## config.mk

```make
export PLATFORM = sky130hd
export DESIGN_NAME = chr_seq_flat
export DESIGN_NICKNAME = d
export VERILOG_FILES = /design/src/rtl/core/chr_pkg.sv /design/src/rtl/core/chr_stream_if.sv /design/src/rtl/core/chr_seq.sv /design/src/flat_wrapper.sv
export VERILOG_INCLUDE_DIRS = /design/src /design/src/rtl/core
export SDC_FILE = /design/constraint.sdc
export NUM_CORES = 1
export LEC_CHECK = 0
export ABC_AREA = 1
export BUFFER_PORTS_ARGS = -buffer_cell sky130_fd_sc_hd__buf_4
export CAP_MARGIN = 20
export CORE_ASPECT_RATIO = 1.25
export CORE_MARGIN = 3
export CORE_UTILIZATION = 40
export CTS_CLUSTER_SIZE = 20
export DETAILED_ROUTE_END_ITERATION = 8
export HOLD_SLACK_MARGIN = 0.06
export SYNTH_ARGS = -nofsm -noshare
export SYNTH_HDL_FRONTEND = slang
export SYNTH_SLANG_ARGS = --single-unit
```

## constraint.sdc

```tcl
create_clock -name clk -period 7.6 [get_ports clk]
set_input_delay 1.52 -clock clk [delete_from_list [all_inputs] [get_ports clk]]
set_output_delay 1.52 -clock clk [all_outputs]
set_load 0.005 [all_outputs]
```

## src/rtl/core/consistent_hash_ring_core_macros.svh

```systemverilog
// Assertion macros for the consistent hash ring core.
// Included by RTL files that carry concurrent assertions; no other dependencies.
`ifndef CONSISTENT_HASH_RING_CORE_MACROS_SVH
`define CONSISTENT_HASH_RING_CORE_MACROS_SVH
`ifndef ASSERT_OFF
`define CHR_ASSERT(lbl, clk, rst_n, prop, msg) \
	lbl: assert property (@(posedge clk) disable iff (!rst_n) (prop)) else $error(msg);
`define CHR_ASSERT_ALWAYS(lbl, clk, prop, msg) \
	lbl: assert property (@(posedge clk) (prop)) else $error(msg);
`else
`define CHR_ASSERT(lbl, clk, rst_n, prop, msg)
`define CHR_ASSERT_ALWAYS(lbl, clk, prop, msg)
`endif
`endif

```

## src/rtl/core/chr_pkg.sv

```systemverilog
// Shared types and codes for the consistent hash ring core.
// No dependencies; imported by every other file but the assertion macros header.
package chr_pkg;

	localparam logic [1:0] CMD_INSERT = 2'd0;
	localparam logic [1:0] CMD_DELETE = 2'd1;
	localparam logic [1:0] CMD_LOOKUP = 2'd2;

	localparam logic [2:0] STS_OK        = 3'd0;
	localparam logic [2:0] STS_DUP       = 3'd1;
	localparam logic [2:0] STS_NOT_FOUND = 3'd2;
	localparam logic [2:0] STS_FULL      = 3'd3;
	localparam logic [2:0] STS_EMPTY     = 3'd4;

	typedef struct packed {
		logic [1:0]  cmd;
		logic [63:0] key;
		logic [7:0]  server_id;
	} req_t;

	typedef struct packed {
		logic [2:0]  status;
		logic [7:0]  server_out;
		logic [31:0] hits_out;
	} rsp_t;

	typedef struct packed {
		logic [63:0] key;
		logic [7:0]  server;
	} point_t;

	typedef struct packed {
		logic busy;
		logic done;
	} hit_stat_t;

	typedef enum logic [3:0] {
		S_CLEAR,
		S_IDLE,
		S_SEARCH,
		S_COMPARE,
		S_INS_CHK,
		S_INS_MOVE,
		S_DEL_CHK,
		S_DEL_MOVE,
		S_LK_READ,
		S_LK_DATA,
		S_MOD,
		S_HIT,
		S_DONE
	} seq_state_t;

	typedef enum logic [1:0] {
		HS_CLEAR,
		HS_IDLE,
		HS_RMW
	} hit_state_t;

endpackage

```

## src/rtl/core/chr_stream_if.sv

```systemverilog
// Valid/ready channel carrying one request or result.
// Depends on chr_pkg for the default payload type.
interface chr_stream_if import chr_pkg::*; #(
	parameter type T = req_t
) ();
	logic valid;
	logic ready;
	T     data;

	modport source (output valid, output data, input ready);
	modport sink (input valid, input data, output ready);
endinterface

```

## src/rtl/core/chr_seq.sv

```systemverilog
// Sequencer of the ring: binary search, entry shifting, lookup and result register.
// Drives chr_ring_store and chr_hit_store. Depends on chr_pkg, chr_stream_if, macros.
`include "consistent_hash_ring_core_macros.svh"
module chr_seq import chr_pkg::*; #(
	parameter int RING_SIZE = 256,
	parameter int SERVER_COUNT = 256,
	parameter int AW = 8,
	parameter int OW = 9,
	parameter int HW = 8
) (
	input  logic          clk,
	input  logic          arst_n,
	chr_stream_if.sink    req,
	chr_stream_if.source  rsp,
	output logic          ring_we,
	output logic [AW-1:0] ring_waddr,
	output point_t        ring_wdata,
	output logic [AW-1:0] ring_raddr,
	input  point_t        ring_rdata,
	output logic          hit_req,
	output logic [HW-1:0] hit_idx,
	input  hit_stat_t     hit_stat,
	input  logic [31:0]   hit_value
);
	localparam logic       MOD_NEEDED = (SERVER_COUNT < 256);
	localparam logic [7:0] SC8 = 8'(SERVER_COUNT);

	seq_state_t state_q, state_d;
	logic [OW-1:0] occ_q, occ_d;
	logic [OW-1:0] lo_q, lo_d;
	logic [OW-1:0] hi_q, hi_d;
	logic [OW-1:0] ptr_q, ptr_d;
	logic [AW-1:0] mid_q, mid_d;
	logic          found_q, found_d;
	logic [1:0]    cmd_q, cmd_d;
	logic [63:0]   key_q, key_d;
	logic [7:0]    sid_q, sid_d;
	logic [7:0]    mod_q, mod_d;
	rsp_t          pend_q, pend_d;
	rsp_t          rsp_q;
	logic          rsp_valid_q;
	logic          load;

	logic [OW-1:0] mid_w;
	logic          key_lt, key_eq, mod_ge;

	// shared compare unit
	assign key_lt = (ring_rdata.key < key_q);
	assign key_eq = (ring_rdata.key == key_q);
	assign mid_w  = lo_q + ((hi_q - lo_q) >> 1);
	assign mod_ge = MOD_NEEDED && (mod_q >= SC8);
	assign hit_idx = HW'(mod_q);

	always_ff @(posedge clk or negedge arst_n) begin
		if (!arst_n) begin
			state_q     <= S_CLEAR;
			occ_q       <= '0;
			lo_q        <= '0;
			hi_q        <= '0;
			ptr_q       <= '0;
			found_q     <= 1'b0;
			cmd_q       <= CMD_INSERT;
			rsp_valid_q <= 1'b0;
		end else begin
			state_q <= state_d;
			occ_q   <= occ_d;
			lo_q    <= lo_d;
			hi_q    <= hi_d;
			ptr_q   <= ptr_d;
			found_q <= found_d;
			cmd_q   <= cmd_d;
			if (load) begin
				rsp_valid_q <= 1'b1;
			end else if (rsp.ready) begin
				rsp_valid_q <= 1'b0;
			end
		end
	end

	always_ff @(posedge clk) begin
		mid_q  <= mid_d;
		key_q  <= key_d;
		sid_q  <= sid_d;
		mod_q  <= mod_d;
		pend_q <= pend_d;
		if (load) begin
			rsp_q <= pend_q;
		end
	end

	always_comb begin
		state_d    = state_q;
		occ_d      = occ_q;
		lo_d       = lo_q;
		hi_d       = hi_q;
		ptr_d      = ptr_q;
		mid_d      = mid_q;
		found_d    = found_q;
		cmd_d      = cmd_q;
		key_d      = key_q;
		sid_d      = sid_q;
		mod_d      = mod_q;
		pend_d     = pend_q;
		ring_we    = 1'b0;
		ring_waddr = AW'(ptr_q);
		ring_wdata = ring_rdata;
		ring_raddr = AW'(mid_w);
		hit_req    = 1'b0;
		load       = 1'b0;
		case (state_q)
			S_CLEAR: begin
				if (!hit_stat.busy) begin
					state_d = S_IDLE;
				end
			end
			S_IDLE: begin
				if (req.valid) begin
					cmd_d   = req.data.cmd;
					key_d   = req.data.key;
					sid_d   = req.data.server_id;
					lo_d    = '0;
					hi_d    = occ_q;
					found_d = 1'b0;
					pend_d  = '0;
					case (req.data.cmd)
						CMD_INSERT, CMD_DELETE: state_d = S_SEARCH;
						CMD_LOOKUP: begin
							if (occ_q == '0) begin
								pend_d.status = STS_EMPTY;
								state_d = S_DONE;
							end else begin
								state_d = S_SEARCH;
							end
						end
						default: state_d = S_DONE;
					endcase
				end
			end
			S_SEARCH: begin
				if (lo_q != hi_q) begin
					mid_d   = AW'(mid_w);
					state_d = S_COMPARE;
				end else begin
					case (cmd_q)
						CMD_INSERT: begin
							if (found_q) begin
								pend_d.status = STS_DUP;
								state_d = S_DONE;
							end else if (occ_q >= OW'(RING_SIZE)) begin
								pend_d.status = STS_FULL;
								state_d = S_DONE;
							end else begin
								ptr_d   = occ_q;
								state_d = S_INS_CHK;
							end
						end
						CMD_DELETE: begin
							if (found_q) begin
								ptr_d   = hi_q;
								state_d = S_DEL_CHK;
							end else begin
								pend_d.status = STS_NOT_FOUND;
								state_d = S_DONE;
							end
						end
						default: state_d = S_LK_READ;
					endcase
				end
			end
			S_COMPARE: begin
				if (key_lt) begin
					lo_d = OW'(mid_q) + OW'(1);
				end else begin
					hi_d    = OW'(mid_q);
					found_d = key_eq;
				end
				state_d = S_SEARCH;
			end
			S_INS_CHK: begin
				if (ptr_q == hi_q) begin
					ring_we    = 1'b1;
					ring_waddr = AW'(hi_q);
					ring_wdata = '{key: key_q, server: sid_q};
					occ_d      = occ_q + OW'(1);
					state_d    = S_DONE;
				end else begin
					ring_raddr = AW'(ptr_q - OW'(1));
					state_d    = S_INS_MOVE;
				end
			end
			S_INS_MOVE: begin
				ring_we = 1'b1;
				ptr_d   = ptr_q - OW'(1);
				state_d = S_INS_CHK;
			end
			S_DEL_CHK: begin
				if (ptr_q + OW'(1) == occ_q) begin
					occ_d   = occ_q - OW'(1);
					state_d = S_DONE;
				end else begin
					ring_raddr = AW'(ptr_q + OW'(1));
					state_d    = S_DEL_MOVE;
				end
			end
			S_DEL_MOVE: begin
				ring_we = 1'b1;
				ptr_d   = ptr_q + OW'(1);
				state_d = S_DEL_CHK;
			end
			S_LK_READ: begin
				// past the largest key: wrap to the smallest point
				ring_raddr = (hi_q >= occ_q) ? '0 : AW'(hi_q);
				state_d    = S_LK_DATA;
			end
			S_LK_DATA: begin
				pend_d.server_out = ring_rdata.server;
				mod_d   = ring_rdata.server;
				state_d = S_MOD;
			end
			S_MOD: begin
				if (mod_ge) begin
					mod_d = mod_q - SC8;
				end else begin
					hit_req = 1'b1;
					state_d = S_HIT;
				end
			end
			S_HIT: begin
				if (hit_stat.done) begin
					pend_d.hits_out = hit_value;
					state_d = S_DONE;
				end
			end
			S_DONE: begin
				if (!rsp_valid_q || rsp.ready) begin
					load    = 1'b1;
					state_d = S_IDLE;
				end
			end
			default: state_d = S_IDLE;
		endcase
	end

	assign req.ready = (state_q == S_IDLE);
	assign rsp.valid = rsp_valid_q;
	assign rsp.data  = rsp_q;

	`CHR_ASSERT(a_occ_bound, clk, arst_n, occ_q <= OW'(RING_SIZE), "occupancy above ring size")
	`CHR_ASSERT(a_search_window, clk, arst_n, (state_q == S_SEARCH || state_q == S_COMPARE) |-> (lo_q <= hi_q && hi_q <= occ_q), "search window out of order")
	`CHR_ASSERT(a_shift_bound, clk, arst_n, state_q == S_INS_MOVE |-> (ptr_q > hi_q && ptr_q <= occ_q), "insert shift pointer out of range")
	`CHR_ASSERT(a_hit_after_clear, clk, arst_n, hit_req |-> !hit_stat.busy, "hit request during clearing pass")
	`CHR_ASSERT_ALWAYS(a_no_result_in_clear, clk, rsp_valid_q |-> state_q != S_CLEAR, "result before clearing pass ended")
endmodule

```

## src/flat_wrapper.sv

```systemverilog
// flat-port wrapper written by rule: the top's interface ports become plain ports
module chr_seq_flat import chr_pkg::*;
#(
	parameter int RING_SIZE = 256,
	parameter int SERVER_COUNT = 256,
	parameter int AW = 8,
	parameter int OW = 9,
	parameter int HW = 8
)
  (clk, arst_n, ring_we, ring_waddr, ring_wdata, ring_raddr, ring_rdata, hit_req, hit_idx, hit_stat, hit_value, req_valid, req_data, req_ready, rsp_valid, rsp_data, rsp_ready);
  chr_stream_if req_i ();
  chr_stream_if rsp_i ();
  input  logic clk;
  input  logic arst_n;
  output logic ring_we;
  output logic [AW-1:0] ring_waddr;
  output point_t ring_wdata;
  output logic [AW-1:0] ring_raddr;
  input  point_t ring_rdata;
  output logic hit_req;
  output logic [HW-1:0] hit_idx;
  input  hit_stat_t hit_stat;
  input  logic [31:0] hit_value;
  input wire logic [$bits(req_i.valid)-1:0] req_valid;
  input wire logic [$bits(req_i.data)-1:0] req_data;
  output wire logic [$bits(req_i.ready)-1:0] req_ready;
  output wire logic [$bits(rsp_i.valid)-1:0] rsp_valid;
  output wire logic [$bits(rsp_i.data)-1:0] rsp_data;
  input wire logic [$bits(rsp_i.ready)-1:0] rsp_ready;
  assign req_i.valid = req_valid;
  assign req_i.data = req_data;
  assign req_ready = req_i.ready;
  assign rsp_valid = rsp_i.valid;
  assign rsp_data = rsp_i.data;
  assign rsp_i.ready = rsp_ready;
  chr_seq #(.RING_SIZE(RING_SIZE), .SERVER_COUNT(SERVER_COUNT), .AW(AW), .OW(OW), .HW(HW)) u_core (.clk(clk), .arst_n(arst_n), .req(req_i), .rsp(rsp_i), .ring_we(ring_we), .ring_waddr(ring_waddr), .ring_wdata(ring_wdata), .ring_raddr(ring_raddr), .ring_rdata(ring_rdata), .hit_req(hit_req), .hit_idx(hit_idx), .hit_stat(hit_stat), .hit_value(hit_value));
endmodule
```

[Yosys cells after proc, flatten, opt, wreduce, memory -nomap -nowiden]
Index checks and enable logic that the tools add are counted.
Storage, ports and cells
  memories kept: 0
  ROM bits: 0
  word-level logic and storage cells: 146
  register bits after elaboration: 218
  input port bits: 184
  bits in writable memories: 0
  output and inout port bits: 174
  bits in latches: 0
Cells by class
  bitwise operators: 0
  multipliers: 0
  add/subtract/negate cells: 7
  div/mod/pow operators: 0
  shift-type cells: 0
  muxes and demuxes: 59
  reduce and logical (&&, ||, !) cells: 25
  equal/unequal tests: 34
  order comparisons: 3
Operators with widths (count)
  72-bit 2-to-1 mux: 2
  9-bit 2-to-1 mux: 10
  9-bit case mux with 2 select lines: 4
  64-bit == test: 1
  64-bit < comparator: 1
  32-bit case mux with 2 select lines: 1
  4-bit case mux with 13 select lines: 1
  4-bit 2-to-1 mux: 11
  43-bit 2-to-1 mux: 1
  8-bit 2-to-1 mux: 5
  32-bit 2-to-1 mux: 1
  9-bit case mux with 3 select lines: 1
  8-bit case mux with 3 select lines: 1
  4-bit == test, second input constant: 5
  9-bit by 1-bit adder with 9-bit output, second input constant: 2
  9-bit == test: 2
  3-bit 2-to-1 mux: 6
  9-bit by 1-bit subtractor with 9-bit output, second input constant: 2
  4-bit by 3-bit == test with 1-bit output, second input constant: 4
  4-bit case mux with 2 select lines: 2
  8-bit case mux with 2 select lines: 1
  3-bit != test, second input constant: 4
  3-bit case mux with 2 select lines: 2
  3-bit AND reduction: 4
  27 further kinds: 54

[Logic depth before layout (Yosys ltp)]
Gate-level depths: netlist of the first run.
  depth in word-level cells: 6
  depth in mapped cells: 19
  mapped depth without buffers: 19

[Worst setup path before layout of the first run]
Ideal clock, no wire load.
  path type: input-to-reg
  start: input req_valid
  end: register u_core.pend_q[0] (netlist bit) (enable)
  data required time: 7.211 ns
  setup slack: 2.287 ns
  buffers on the path: 1
  setup time: 0.389 ns
  stages: 5
  arrival: 4.924 ns
  cell sequence: inv_1 -> nor2_2 -> inv_1 -> clkbuf_1 -> nand2_1
On the way
  longest elaborated chain between the ends: 2
Ends and longest elaborated chain
  from (decl): line flat_wrapper.sv:24  | input wire logic [$bits(req_i.valid)-1:0] req_valid;
  2-bit != test (no line)
  3-bit AND reduction (no line)
  to (signal assigned): line chr_seq.sv:85  | pend_q <= pend_d;
  to (decl): line chr_seq.sv:39  | rsp_t pend_q, pend_d;
No other way between the ends.
A chain may end at the register's enable or synchronous reset.

[Final worst setup path of the first run]
  start: register u_core.hi_q[0]
  end: output ring_raddr[6]
On the way
  longest elaborated chain between the ends: 4
  elaborated cells between the ends (all ways): 8
  classes of those cells: add/sub: 2; order compare: 1; eq/ne: 1; mux: 4
Ends and longest elaborated chain
  from (decl): line chr_seq.sv:31  | logic [OW-1:0] hi_q, hi_d;
  from (signal assigned): line chr_seq.sv:68  | hi_q <= hi_d;
  9-bit subtractor *: line chr_seq.sv:50  | assign mid_w = lo_q + ((hi_q - lo_q) >> 1);
  8-bit adder *: line chr_seq.sv:50
  named net u_core.mid_w[6]: line chr_seq.sv:44  | logic [OW-1:0] mid_w;
  8-bit 2-to-1 mux, on equally long branches: line chr_seq.sv:197, chr_seq.sv:180
  8-bit case mux with 3 select lines *: line chr_seq.sv:110  | case (state_q)
  to (decl): line flat_wrapper.sv:18  | output logic [AW-1:0] ring_raddr;
Mark *: on every way through the listed nets, which the timed path passes. The rest lies on a longest branch.

==> out/results.ini, run 1 <==
[status]
run_status = finished, final reports clean

[worst_setup_path]
critPathKind = reg -> out
crit_required_ns = 6.08
reg2reg_slack_ns = 4.02
r2r_start = u_core.state_q[3]$_DFFE_PN0P_
arrival_ns = 3.59
reg2reg_to = u_core.pend_q[25]$_SDFFCE_PN0P_
critPathCaptureType = output port
worstPathMaxFanout = 5
rr_worst_depth = 9
worstSetupStartpointType = flip-flop

[clocking]
path_clk_slew_ns = 0.06
cts_buffer_depth = 3
cts_hold_buf = 0
ctsHtreeMaxLevel = 1
cts_sinks = 218
cts_resized = 0
clock_latency_ns = 0.55
post-cts-setup-buffers = 0
cts_root_buffer = clkbuf_16
numCtsBuffers = 26
cts_tree = built

[synthesis]
avgSynthCellArea_um2 = 9.050
syn_inst = 1462
syn_area_um2 = 13230
synth_seq_cells = 218
synth_top_area_cell = edfxtp_1
ys_types = 45
ys_warn_count = 0
seq_area_frac_synth_pct = 47.81
synthTopCellsByArea = edfxtp_1 (39%), nand2_1 (9.8%), ha_1 (9.3%)
yosysTopAreaCellShare_pct = 39.49

[final_layout]
fin_area_um2 = 16810
seq_area_um2 = 6326
final_nets = 2068
layout_commonest_cell = nand2_1
final_cell_mix = nand2_1 (345), buf_4 (335), inv_1 (218)
drive_gt1_share_pct = 26.29
multiInputGateArea_um2 = 5679
fillerInstances = 3058
syn_to_final_growth_pct = 27.04

[grt]
grt_pass1_wl_um = 60370
grt_pass1_vias = 10570
grt_max_degree = 79
grtUsageTotal_pct = 21.99
grt_overflow = 0
antenna_found_initial = 3

[placed_design]
placed_cell_area_um2 = 15870
place_congestion = 0.9070
portBuffers = 326
place_hpwl_um = 31530

[timing]
slew_headroom_pct = 27.69
max_freq_mhz = 195.5
fin_setup_tns_ns = 0
rsz0062_at_grt = no
setup_viol = 0
final-max-slew-violation-count = 0
worstMarginPinSlew_ns = 1.085
skew_ns = 0.01570
hold_viol = 0
post-route-min-period_ns = 5.115
finalCritPeriodShare_pct = 67.30

[hold_path]
hold_path.startpoint = u_core.pend_q[4]$_SDFFCE_PN0P_
min_path_cells = 0
min_path_type = reg -> reg
hold_end = u_core.rsp.data[4]$_DFFE_PP_

[drt]
via_count = 10840
totalWireLength_um = 40070
wl_per_cell_um = 18.07
first_pass_iters = 5
drt-initial-drc-count = 739
drc = 0
detail-route-antenna-nets = 0
vias_per_cell = 4.886

[power]
power.density_nw_per_um2 = 328.6
total_power_mw = 5.523
power.leakage_nw = 8.134
ir_drop_mv = 0.3906

[run]
cap_viol_max_count = 0

[floorplan]
die_h_um = 209.3
dieWidth_um = 168.7
dieArea_um2 = 35310
num_rows = 73
pin_count = 358
start_util_pct = 41.04
core-area_um2 = 32240

-- registers in the layout (all words and copies together) (netlist names) --
name and flops:
u_core.cmd_q 2, u_core.found_q 1, u_core.hi_q 9, u_core.hit_idx 8
u_core.key_q 64, u_core.lo_q 9, u_core.mid_q 8, u_core.occ_q 9
u_core.pend_q 43, u_core.ptr_q 9, u_core.rsp.data 43, u_core.rsp.valid 1
u_core.sid_q 8, u_core.state_q 4
-- per-layer routing --
layer / share of wire, % / routed length (um) / GRT usage (%)
met3: 6.4 / 2580 / 4.107
met5: 0 / 0 / 0
met1: 38 / 15220 / 25.42
met4: 4.2 / 1677 / 9.258
met2: 51 / 20600 / 39.64
-- cell families (layout without fill, tap and decap cells) --
family / Yosys count / after routing / share of synthesized area, %
AND/OR/NAND/NOR: 592 / 592 / 19.06
buffers and inverters: 295 / 606 / 10.28
AO/OA/AOI/OAI: 218 / 218 / 10.65
flip-flops: 218 / 218 / 47.81
adder cells (fa/ha/maj): 101 / 101 / 9.721
XOR/XNOR: 37 / 37 / 2.449
other: 1 / 34 / 0.02834
-- area by class of cell --
class	count	area share [%]
Tap cell	412	3.067
Antenna cell	3	0.04466
Timing Repair Buffer	335	14.96
Multi-Input combinational cell	979	33.79
Sequential cell	218	37.64
Clock buffer	30	3.960
Inverter	223	4.980
Clock inverter	18	1.563
-- worst max-delay path by stage --
stage	from	end	slack [ns]	depth (start not counted)
floorplan	req_valid	u_core.pend_q[0]$_SDFFCE_PN0P_	2.29	5
global placement	u_core.hi_q[2]$_DFFE_PN0P_	ring_raddr[7]	3.10	17
detailed placement	u_core.hi_q[0]$_DFFE_PN0P_	ring_raddr[6]	3.06	17
CTS	u_core.hi_q[0]$_DFFE_PN0P_	ring_raddr[6]	2.46	17
global route	u_core.hi_q[0]$_DFFE_PN0P_	ring_raddr[6]	2.24	17
finish	u_core.hi_q[0]$_DFFE_PN0P_	ring_raddr[6]	2.49	17
-- power breakdown --
group / switching [mW] / internal, mW
logic: 1.44 / 0.934
registers: 0.185 / 1.61
clock network: 0.514 / 0.835
total: 2.14 / 3.38
-- synth_stat cells --
cell	instances
nand2_1	345
inv_1	218
edfxtp_1	174
nor2_1	104
ha_1	98
nand3_1	81
a21oi_1	71
o21ai_2	55
dfrtp_1	44
o21ai_0	40
buf_4	34
xor2_1	28
clkbuf_1	18
o21ai_1	18
buf_6	16
nand4_1	16
nor3_1	14
nor2_2	10
a21oi_2	9
xnor2_1	9
o211ai_1	7
nand2_2	6
o21a_1	6
inv_2	5
buf_2	4
nor2_4	4
fa_1	3
a21o_1	2
a221oi_1	2
nand2_4	2
nand3_2	2
o21bai_1	2
o22ai_1	2
o31ai_1	2
and3_1	1
conb_1	1
nand3_4	1
nand3b_1	1
nor3_2	1
nor3b_1	1
nor4_1	1
nor4_2	1
o2111ai_1	1
o31ai_4	1
or2_2	1
-- per-stage QoR --
stage | cells | util [%] | worst slack, ns | hold slack [ns]
after floorplan | 1492 | - | 2.287 | 0.4003
after global placement | 2166 | 49.21 | 3.095 | 0.4007
after detailed placement | 2167 | 49.23 | 3.060 | 0.4045
after CTS | 2215 | 52.11 | 2.463 | 0.4160
after global routing | 2218 | 52.13 | 2.242 | 0.4184
final | 2218 | 52.13 | 2.485 | 0.4122
-- worst max-delay path, cell delays in order, from the launching register on --
cell and delay, ns:
dfrtp_1 0.42, inv_1 0.12, ha_1 0.15, inv_1 0.06, fa_1 0.41, nand3_1 0.11, nand2_1 0.11, xor2_1 0.16
ha_1 0.38, nand2_1 0.07, o21ai_0 0.33, nand2_1 0.10, nand2_1 0.07, a21oi_1 0.07, xnor2_1 0.21, nand2_1 0.08
nand2_1 0.08, buf_4 0.11
Note: power is estimated with default switching activity, not from simulation.
==> run 2, diff against run 1 <==
--- a/config.mk
+++ b/config.mk
@@ -6,7 +6,7 @@
 export SDC_FILE = /design/constraint.sdc
 export NUM_CORES = 1
 export LEC_CHECK = 0
-export ABC_AREA = 1
+export ABC_AREA = 0
 export BUFFER_PORTS_ARGS = -buffer_cell sky130_fd_sc_hd__buf_4
 export CAP_MARGIN = 20
 export CORE_ASPECT_RATIO = 1.25
@@ -15,6 +15,7 @@
 export CTS_CLUSTER_SIZE = 20
 export DETAILED_ROUTE_END_ITERATION = 8
 export HOLD_SLACK_MARGIN = 0.06
+export PLACE_DENSITY = 0.67
 export SYNTH_ARGS = -nofsm -noshare
 export SYNTH_HDL_FRONTEND = slang
 export SYNTH_SLANG_ARGS = --single-unit
==> constraint.sdc (replaced) <==
create_clock -name clk -period 4.1 [get_ports clk]
set_input_delay 0.82 -clock clk [delete_from_list [all_inputs] [get_ports clk]]
set_output_delay 0.82 -clock clk [all_outputs]
set_load 0.005 [all_outputs]
==> run 2 against run 1 <==
  * The run now ends with setup timing left
  * Critical path depth fell by 2
  * Sequential power rose by 83%
  * Combinational power rose by 86%
  * Global-route usage fell by 0.80 points
  * Largest cell class unchanged
==> out/results.ini, run 2 <==
[run]
cap_viol_max_count = 0  ; unchanged

[grt]
antenna_found_initial = 0  ; -3
grt_max_degree = 135  ; +71%
grt_overflow = 0  ; unchanged
grtUsageTotal_pct = 21.19  ; -0.80 points
grt_pass1_wl_um = 55140  ; -8.7%
grt_pass1_vias = 10140  ; -4.1%

[timing]
skew_ns = 0.02205  ; +0.006354 ns
rsz0062_at_grt = yes
max_freq_mhz = 227.7
worstMarginPinSlew_ns = 0.8357  ; -0.2490 ns
finalCritPeriodShare_pct = 107.1
hold_viol = 0  ; unchanged
slew_headroom_pct = 44.08  ; +16 points
fin_ws_ns = -0.2913  ; -2.776 ns
fin_setup_tns_ns = -0.6606  ; -0.6606 ns
hold_slack_ns = 0.2973  ; -0.1149 ns
final-max-slew-violation-count = 0  ; unchanged
post-route-min-period_ns = 4.391
setup_viol = 4  ; +4

[clocking]
ctsHtreeMaxLevel = 1  ; unchanged
cts_hold_buf = 0  ; unchanged
cts_sinks = 218  ; unchanged
clock_latency_ns = 0.54  ; about the same
cts_tree = built
cts_buffer_depth = 3  ; unchanged
cts_root_buffer = clkbuf_16
path_clk_slew_ns = 0.06  ; about the same
numCtsBuffers = 25  ; -3.8%

[worst_setup_path]
critPathCaptureType = output port
rr_worst_depth = 10  ; +1
crit_start = u_core.hi_q[0]$_DFFE_PN0P_
max_stage_delay_ns = 0.39  ; -0.03 ns
worstPathMaxFanout = 2  ; -3
crit_chain = inv_2 -> ha_4 -> inv_2 -> fa_2 -> nand2_1 -> nand2_1 -> a21oi_2 -> xnor2_1 -> ha_1 -> nor2b_1 -> o21a_1 -> o41ai_2 -> xnor2_1 -> a221o_1 -> buf_4
crit_end = ring_raddr[7]
r2r_start = u_core.key_q[62]$_DFFE_PP_
critPathKind = reg -> out
arrival_ns = 3.57  ; -0.02 ns
crit_required_ns = 3.28  ; -2.80 ns
worstSetupStartpointType = flip-flop
reg2reg_slack_ns = 0.92  ; -3.10 ns
cp_slowest_cell = dfrtp_1
reg2reg_to = u_core.found_q$_DFFE_PN0P_

[final_layout]
syn_to_final_growth_pct = 32.90
regMostFlops = u_core.key_q
final_nets = 1812  ; -12%
drive_gt1_share_pct = 30.92  ; +4.6 points
fin_area_um2 = 16480  ; -2.0%
layoutNonFillerInstCount = 1947  ; -12%
final_cell_mix = buf_4 (369), edfxtp_1 (174), nand2_1 (121)
layout_commonest_cell = buf_4
antennaDiodeCount = 0  ; -3
largest_reg_flops = 64  ; unchanged

[synthesis]
yosys.cell_count.top_type = edfxtp_1
synth_adder_area_share_pct = 10.37  ; +0.65 points
synth_ff_type = edfxtp_1
yosysTopAreaCellShare_pct = 42.14  ; +2.6 points
synthTopCellsByArea = edfxtp_1 (42%), ha_1 (9.9%), dfrtp_1 (8.9%)
syn_inst = 1176  ; -20%
synth_seq_cells = 218  ; unchanged
syn_area_um2 = 12400  ; -6.3%
synth_compound_area_share_pct = 13.03  ; +2.4 points
yosys-top-cells-count = edfxtp_1 (174), nand2_1 (121), inv_1 (103), o21ai_0 (103), ha_1 (98)
synthArstFlopShare_pct = 20.18  ; unchanged
synth_top_family_by_area = simple AND/OR/NAND/NOR gates
synth.area.mux_share_pct = 1.342  ; +1.3 points
seq_area_frac_synth_pct = 51.02  ; +3.2 points
ys_types = 68  ; +51%
avgSynthCellArea_um2 = 10.54  ; +17%
synth-xor-area-share_pct = 4.097  ; +1.6 points
synthSimpleGateAreaFrac_pct = 13.35  ; -5.7 points
synth_top_area_cell = edfxtp_1
synth_edf_count = 174  ; unchanged
ys_warn_count = 0  ; unchanged

[floorplan]
pin_count = 358  ; unchanged
die_h_um = 202.8  ; -3.1%
start_util_pct = 40.93  ; -0.11 points
dieArea_um2 = 33160  ; -6.1%
dieWidth_um = 163.5  ; -3.1%
core-area_um2 = 30290  ; -6.0%
num_rows = 71  ; -2.7%

[drt]
detail-route-antenna-nets = 0  ; unchanged
first_pass_iters = 5  ; unchanged
via_count = 10020  ; -7.5%
totalWireLength_um = 36010  ; -10%
vias_per_cell = 5.147  ; +5.4%
drt-initial-drc-count = 573  ; -22%
drc = 0  ; unchanged
wl_per_cell_um = 18.50  ; +2.4%

[power]
p_sw_share_pct = 35.27  ; -3.5 points
pwr-share-clk_pct = 23.8  ; -0.6 points
ir_drop_mv = 0.4001  ; +2.4%
p_seq_share_pct = 32.6  ; about the same
power.density_nw_per_um2 = 614.9  ; +87%
power.leakage_nw = 7.282  ; -10%
p_sw_mw = 3.574  ; +67%
combPwrFrac_pct = 43.6  ; +0.6 points
intPower_mw = 6.559  ; +94%

[placed_design]
dp_cells = 1879  ; -13%
portBuffers = 326  ; unchanged
place_hpwl_um = 27710  ; -12%
placed_cell_area_um2 = 15260  ; -3.9%
place_congestion = 0.9128  ; +0.64%

[status]
violations = setup timing
run_status = complete, but fails checks

[hold_path]
min_path_type = in -> async

[run 2: timing repair]
| action | CTS | global route |
|---|---|---|
| endpoints found under the setup margin | 8 | 8 |
| pin swaps | 16 | 15 |
| cloned | 0 | 0 |
| resized for setup | 21 | 18 |
| buffers inserted | 11 | 9 |
[run 2: cell families (layout without fill, tap and decap cells)]
logic type / count (synthesis) / count (layout)
AND/OR/NAND/NOR: 332 / 332
AO/OA/AOI/OAI: 266 / 266
flip-flops: 218 / 218
buffers and inverters: 185 / 525
adder cells (fa/ha/maj): 101 / 101
XOR/XNOR: 58 / 58
multiplexers: 15 / 15
other: 1 / 31
[run 2: worst min-delay path by stage]
stage	startpoint	cells past startpoint	slack (ns)	to
after floorplan	u_core.pend_q[0]$_SDFFCE_PN0P_	0	0.40	u_core.rsp.data[0]$_DFFE_PP_
after global placement	u_core.pend_q[31]$_SDFFCE_PN0P_	0	0.40	u_core.rsp.data[31]$_DFFE_PP_
after detailed placement	u_core.pend_q[16]$_SDFFCE_PN0P_	0	0.40	u_core.rsp.data[16]$_DFFE_PP_
after CTS	arst_n	1	0.32	u_core.lo_q[0]$_DFFE_PN0P_
after global routing	arst_n	1	0.33	u_core.lo_q[5]$_DFFE_PN0P_
final	arst_n	1	0.30	u_core.lo_q[5]$_DFFE_PN0P_
[run 2: power groups by stage]
stage                     Sequential, mW  Combinational, mW  Clock (mW)
after floorplan                     3.18               2.58           0
after global placement              3.33               3.85           0
after detailed placement            3.34               3.90           0
after CTS                           3.30               4.14        2.47
after global routing                3.35               4.85        2.56
final                               3.30               4.42        2.41
[run 2: metal layers]
metal | GRT usage, % | routed length (um) | vias up
met5 | 0 | 0 | -
met4 | 8.280 | 1470 | 0
met3 | 6.041 | 3442 | 81
li1 | - | - | 4843
met1 | 24.04 | 13190 | 4641
met2 | 37.47 | 17910 | 457
[run 2: per-stage QoR]
step,power (mW),utilization (%),worst slack (ns)
2_1_floorplan,5.769,-,0.4450
3_3_place_gp,7.185,50.36,0.1051
3_5_place_dp,7.240,50.36,0.04731
4_1_cts,9.918,53.82,-0.2474
5_1_grt,10.76,54.40,-0.4647
6_report,10.13,54.40,-0.2913
[run 2: final cells by class]
class                   instances  area, um2
inverters                     104      391.6
fillers                      2660      13810
clock inverters                15      232.7
repair buffers                375       2863
multi-input cells             803       5504
flip-flops and latches        218       6327
well taps                     401      501.7
clock buffers                  31      658.1
[run 2: worst max-delay path: cells and delay by family (launching register included)]
kind                       cells  cell delay [ns]
buffers and inverters          3             0.27
DFF                            1             0.39
AOI/OAI and AO/OA              4             1.04
xor gates and xnor gates       2             0.29
and+or+nand+nor                3             0.28
adders and majority gates      3             0.79
==> run 3, diff against run 2 <==
--- a/config.mk
+++ b/config.mk
@@ -9,13 +9,15 @@
 export ABC_AREA = 0
 export BUFFER_PORTS_ARGS = -buffer_cell sky130_fd_sc_hd__buf_4
 export CAP_MARGIN = 20
+export CELL_PAD_IN_SITES_DETAIL_PLACEMENT = 1
+export CELL_PAD_IN_SITES_GLOBAL_PLACEMENT = 2
 export CORE_ASPECT_RATIO = 1.25
 export CORE_MARGIN = 3
-export CORE_UTILIZATION = 40
+export CORE_UTILIZATION = 29
 export CTS_CLUSTER_SIZE = 20
 export DETAILED_ROUTE_END_ITERATION = 8
 export HOLD_SLACK_MARGIN = 0.06
-export PLACE_DENSITY = 0.67
+export PLACE_DENSITY_LB_ADDON = 0.1
 export SYNTH_ARGS = -nofsm -noshare
 export SYNTH_HDL_FRONTEND = slang
 export SYNTH_SLANG_ARGS = --single-unit
==> run 3 against run 2 <==
  * The run still ends with setup timing left
  * Final area increased by 0.94%
  * Clock skew decreased by 0.011 ns
  * Non-clock buffer count increased by 5
  * Largest cell class unchanged
  * Largest power group unchanged
  * Highest routed layer is now met5
==> out/results.ini, run 3 (synthesis results as in run 2) <==
[status]
run_status = complete, but fails checks
violations = setup timing

[floorplan]
pin_count = 358  ; unchanged
die_h_um = 237.2  ; +17%
dieWidth_um = 190.9  ; +17%
dieArea_um2 = 45290  ; +37%
num_rows = 84  ; +18%
start_util_pct = 29.42  ; -12 points
core-area_um2 = 42150  ; +39%

[timing]
hold_slack_ns = 0.3168  ; +0.01951 ns
final-max-slew-violation-count = 0  ; unchanged
rsz0062_at_grt = yes
max_freq_mhz = 225.6  ; -0.92%
fin_ws_ns = -0.3322  ; -0.04094 ns
setup_viol = 4  ; unchanged
hold_viol = 0  ; unchanged
worstMarginPinSlew_ns = 0.8737  ; +0.03808 ns
fin_setup_tns_ns = -0.5653  ; +0.09525 ns
post-route-min-period_ns = 4.432  ; +0.04094 ns
skew_ns = 0.01088  ; -0.01118 ns
slew_headroom_pct = 41.57  ; -2.5 points
finalCritPeriodShare_pct = 108.1  ; +1.0 points

[worst_setup_path]
cp_slowest_cell = dfrtp_1
crit_top_cell = inv_2
critPathKind = reg -> out
worstPathMaxFanout = 2  ; unchanged
reg2reg_to = u_core.occ_q[7]$_DFFE_PN0P_
crit_required_ns = 3.28  ; about the same
arrival_ns = 3.61  ; +0.04 ns
crit_chain = inv_2 -> ha_4 -> inv_2 -> fa_2 -> xor2_2 -> ha_1 -> a21o_1 -> a21oi_2 -> nor2b_1 -> o21a_1 -> o41ai_2 -> xnor2_1 -> a221o_1 -> buf_4
crit_start = u_core.hi_q[0]$_DFFE_PN0P_
r2r_start = u_core.state_q[3]$_DFFE_PN0P_
reg2reg_slack_ns = 0.66  ; -0.26 ns
critPathCaptureType = output port
max_stage_delay_ns = 0.39  ; about the same
worstSetupStartpointType = flip-flop
rr_worst_depth = 12  ; +2

[drt]
detail-route-antenna-nets = 0  ; unchanged
drt-initial-drc-count = 462  ; -19%
totalWireLength_um = 43670  ; +21%
wl_per_cell_um = 20.68  ; +12%
via_count = 10100  ; +0.74%
drc = 0  ; unchanged
first_pass_iters = 4  ; -1
vias_per_cell = 4.780  ; -7.1%

[final_layout]
drive_gt1_share_pct = 30.99  ; +0.074 points
layout_commonest_cell = buf_4
final_nets = 1819  ; +0.39%
largest_reg_flops = 64  ; unchanged
fin_area_um2 = 16630  ; +0.94%
utilization_pct = 39.47  ; -15 points
syn_to_final_growth_pct = 34.15
final_cell_mix = buf_4 (376), edfxtp_1 (174), nand2_1 (121)
regMostFlops = u_core.key_q

[power]
ir_drop_mv = 0.8642  ; +120%
power.density_nw_per_um2 = 608.4  ; -1.1%
power.leakage_nw = 7.263  ; -0.26%

[grt]
grt_pass1_wl_um = 64140  ; +16%
grtUsageTotal_pct = 18.57  ; -2.6 points
antenna_found_initial = 2  ; +2
grt_max_degree = 137  ; +1.5%
grt_overflow = 0  ; unchanged
grt_pass1_vias = 10370  ; +2.2%

[placed_design]
place_hpwl_um = 33660  ; +21%
place_congestion = 0.8221  ; -9.9%
portBuffers = 326  ; unchanged
placed_cell_area_um2 = 15540  ; +1.9%

[run]
cap_viol_max_count = 0  ; unchanged

[clocking]
cts_buffer_depth = 3  ; unchanged
ctsHtreeMaxLevel = 1  ; unchanged
cts_tree = built
cts_root_buffer = clkbuf_16
numCtsBuffers = 27  ; +8.0%
cts_sinks = 218  ; unchanged
clock_latency_ns = 0.55  ; about the same
path_clk_slew_ns = 0.06  ; about the same

[hold_path]
min_path_type = in -> async

[run 3: cell count changes in the layout (fill, tap and decap cells not counted), moves of 3 or more]
cell       before  now
buf_4         369  376
bufinv_16       5    1
clkinv_4        3    0
clkinv_1        2    6
clkbuf_1        5    8
[run 3: worst max-delay path by stage]
stage | to | slack [ns] | cells after the start
6_report | ring_raddr[7] | -0.33 | 14
5_1_grt | ring_raddr[7] | -0.52 | 18
4_1_cts | ring_raddr[7] | -0.30 | 15
3_5_place_dp | ring_raddr[7] | 0.03 | 15
3_3_place_gp | ring_raddr[7] | 0.12 | 15
2_1_floorplan | ring_raddr[7] | 0.44 | 14
[run 3: layout make-up]
| type | instances | area, um2 |
|---|---|---|
| diodes | 1 | 2.502 |
| well taps | 559 | 699.4 |
| clock buffers | 35 | 705.7 |
| repair buffers | 380 | 2885 |
| fillers | 4806 | 25510 |
| inverters | 104 | 391.6 |
| clock inverters | 12 | 97.59 |
| multi-input cells | 803 | 5522 |
| flip-flops and latches | 218 | 6330 |
[run 3: stage by stage]
| step | power (mW) | worst slack, ns | std cells |
|---|---|---|---|
| after detailed placement | 7.462 | 0.03495 | 2046 |
| after floorplan | 5.769 | 0.4450 | 1206 |
| final | 10.12 | -0.3322 | 2112 |
| after global placement | 7.425 | 0.1207 | 2046 |
| after CTS | 10.15 | -0.3010 | 2108 |
| after global routing | 10.83 | -0.5159 | 2112 |
[run 3: worst max-delay path: cells and delay by family, from the launching register on]
kind,cells,cell delay (ns)
flops,1,0.39
simple gates,1,0.07
compound gates,5,1.24
xor+xnor,2,0.32
fa+ha+maj,3,0.78
buf+inv,3,0.27
[run 3: power by group]
part	internal [mW]	total, mW	switching, mW
registers	2.95	3.28	0.328
clock network	1.27	2.24	0.969
logic	2.18	4.60	2.42
total	6.40	10.1	3.72
[run 3: layer usage]
layer / share of wire (%) / global-route usage [%] / vias up
li1: - / - / 4849
met1: 39 / 21.85 / 4950
met2: 53 / 34.70 / 251
met3: 6.4 / 3.511 / 44
met4: 2.0 / 4.338 / 2
met5: 0.030 / 0 / -
[run 3: what timing repair did]
action,in CTS,in global routing
gates resized for setup,27,14
endpoints found under the setup margin,8,9
setup buffers,15,3
pin swaps,17,4
hold buffers,0,0
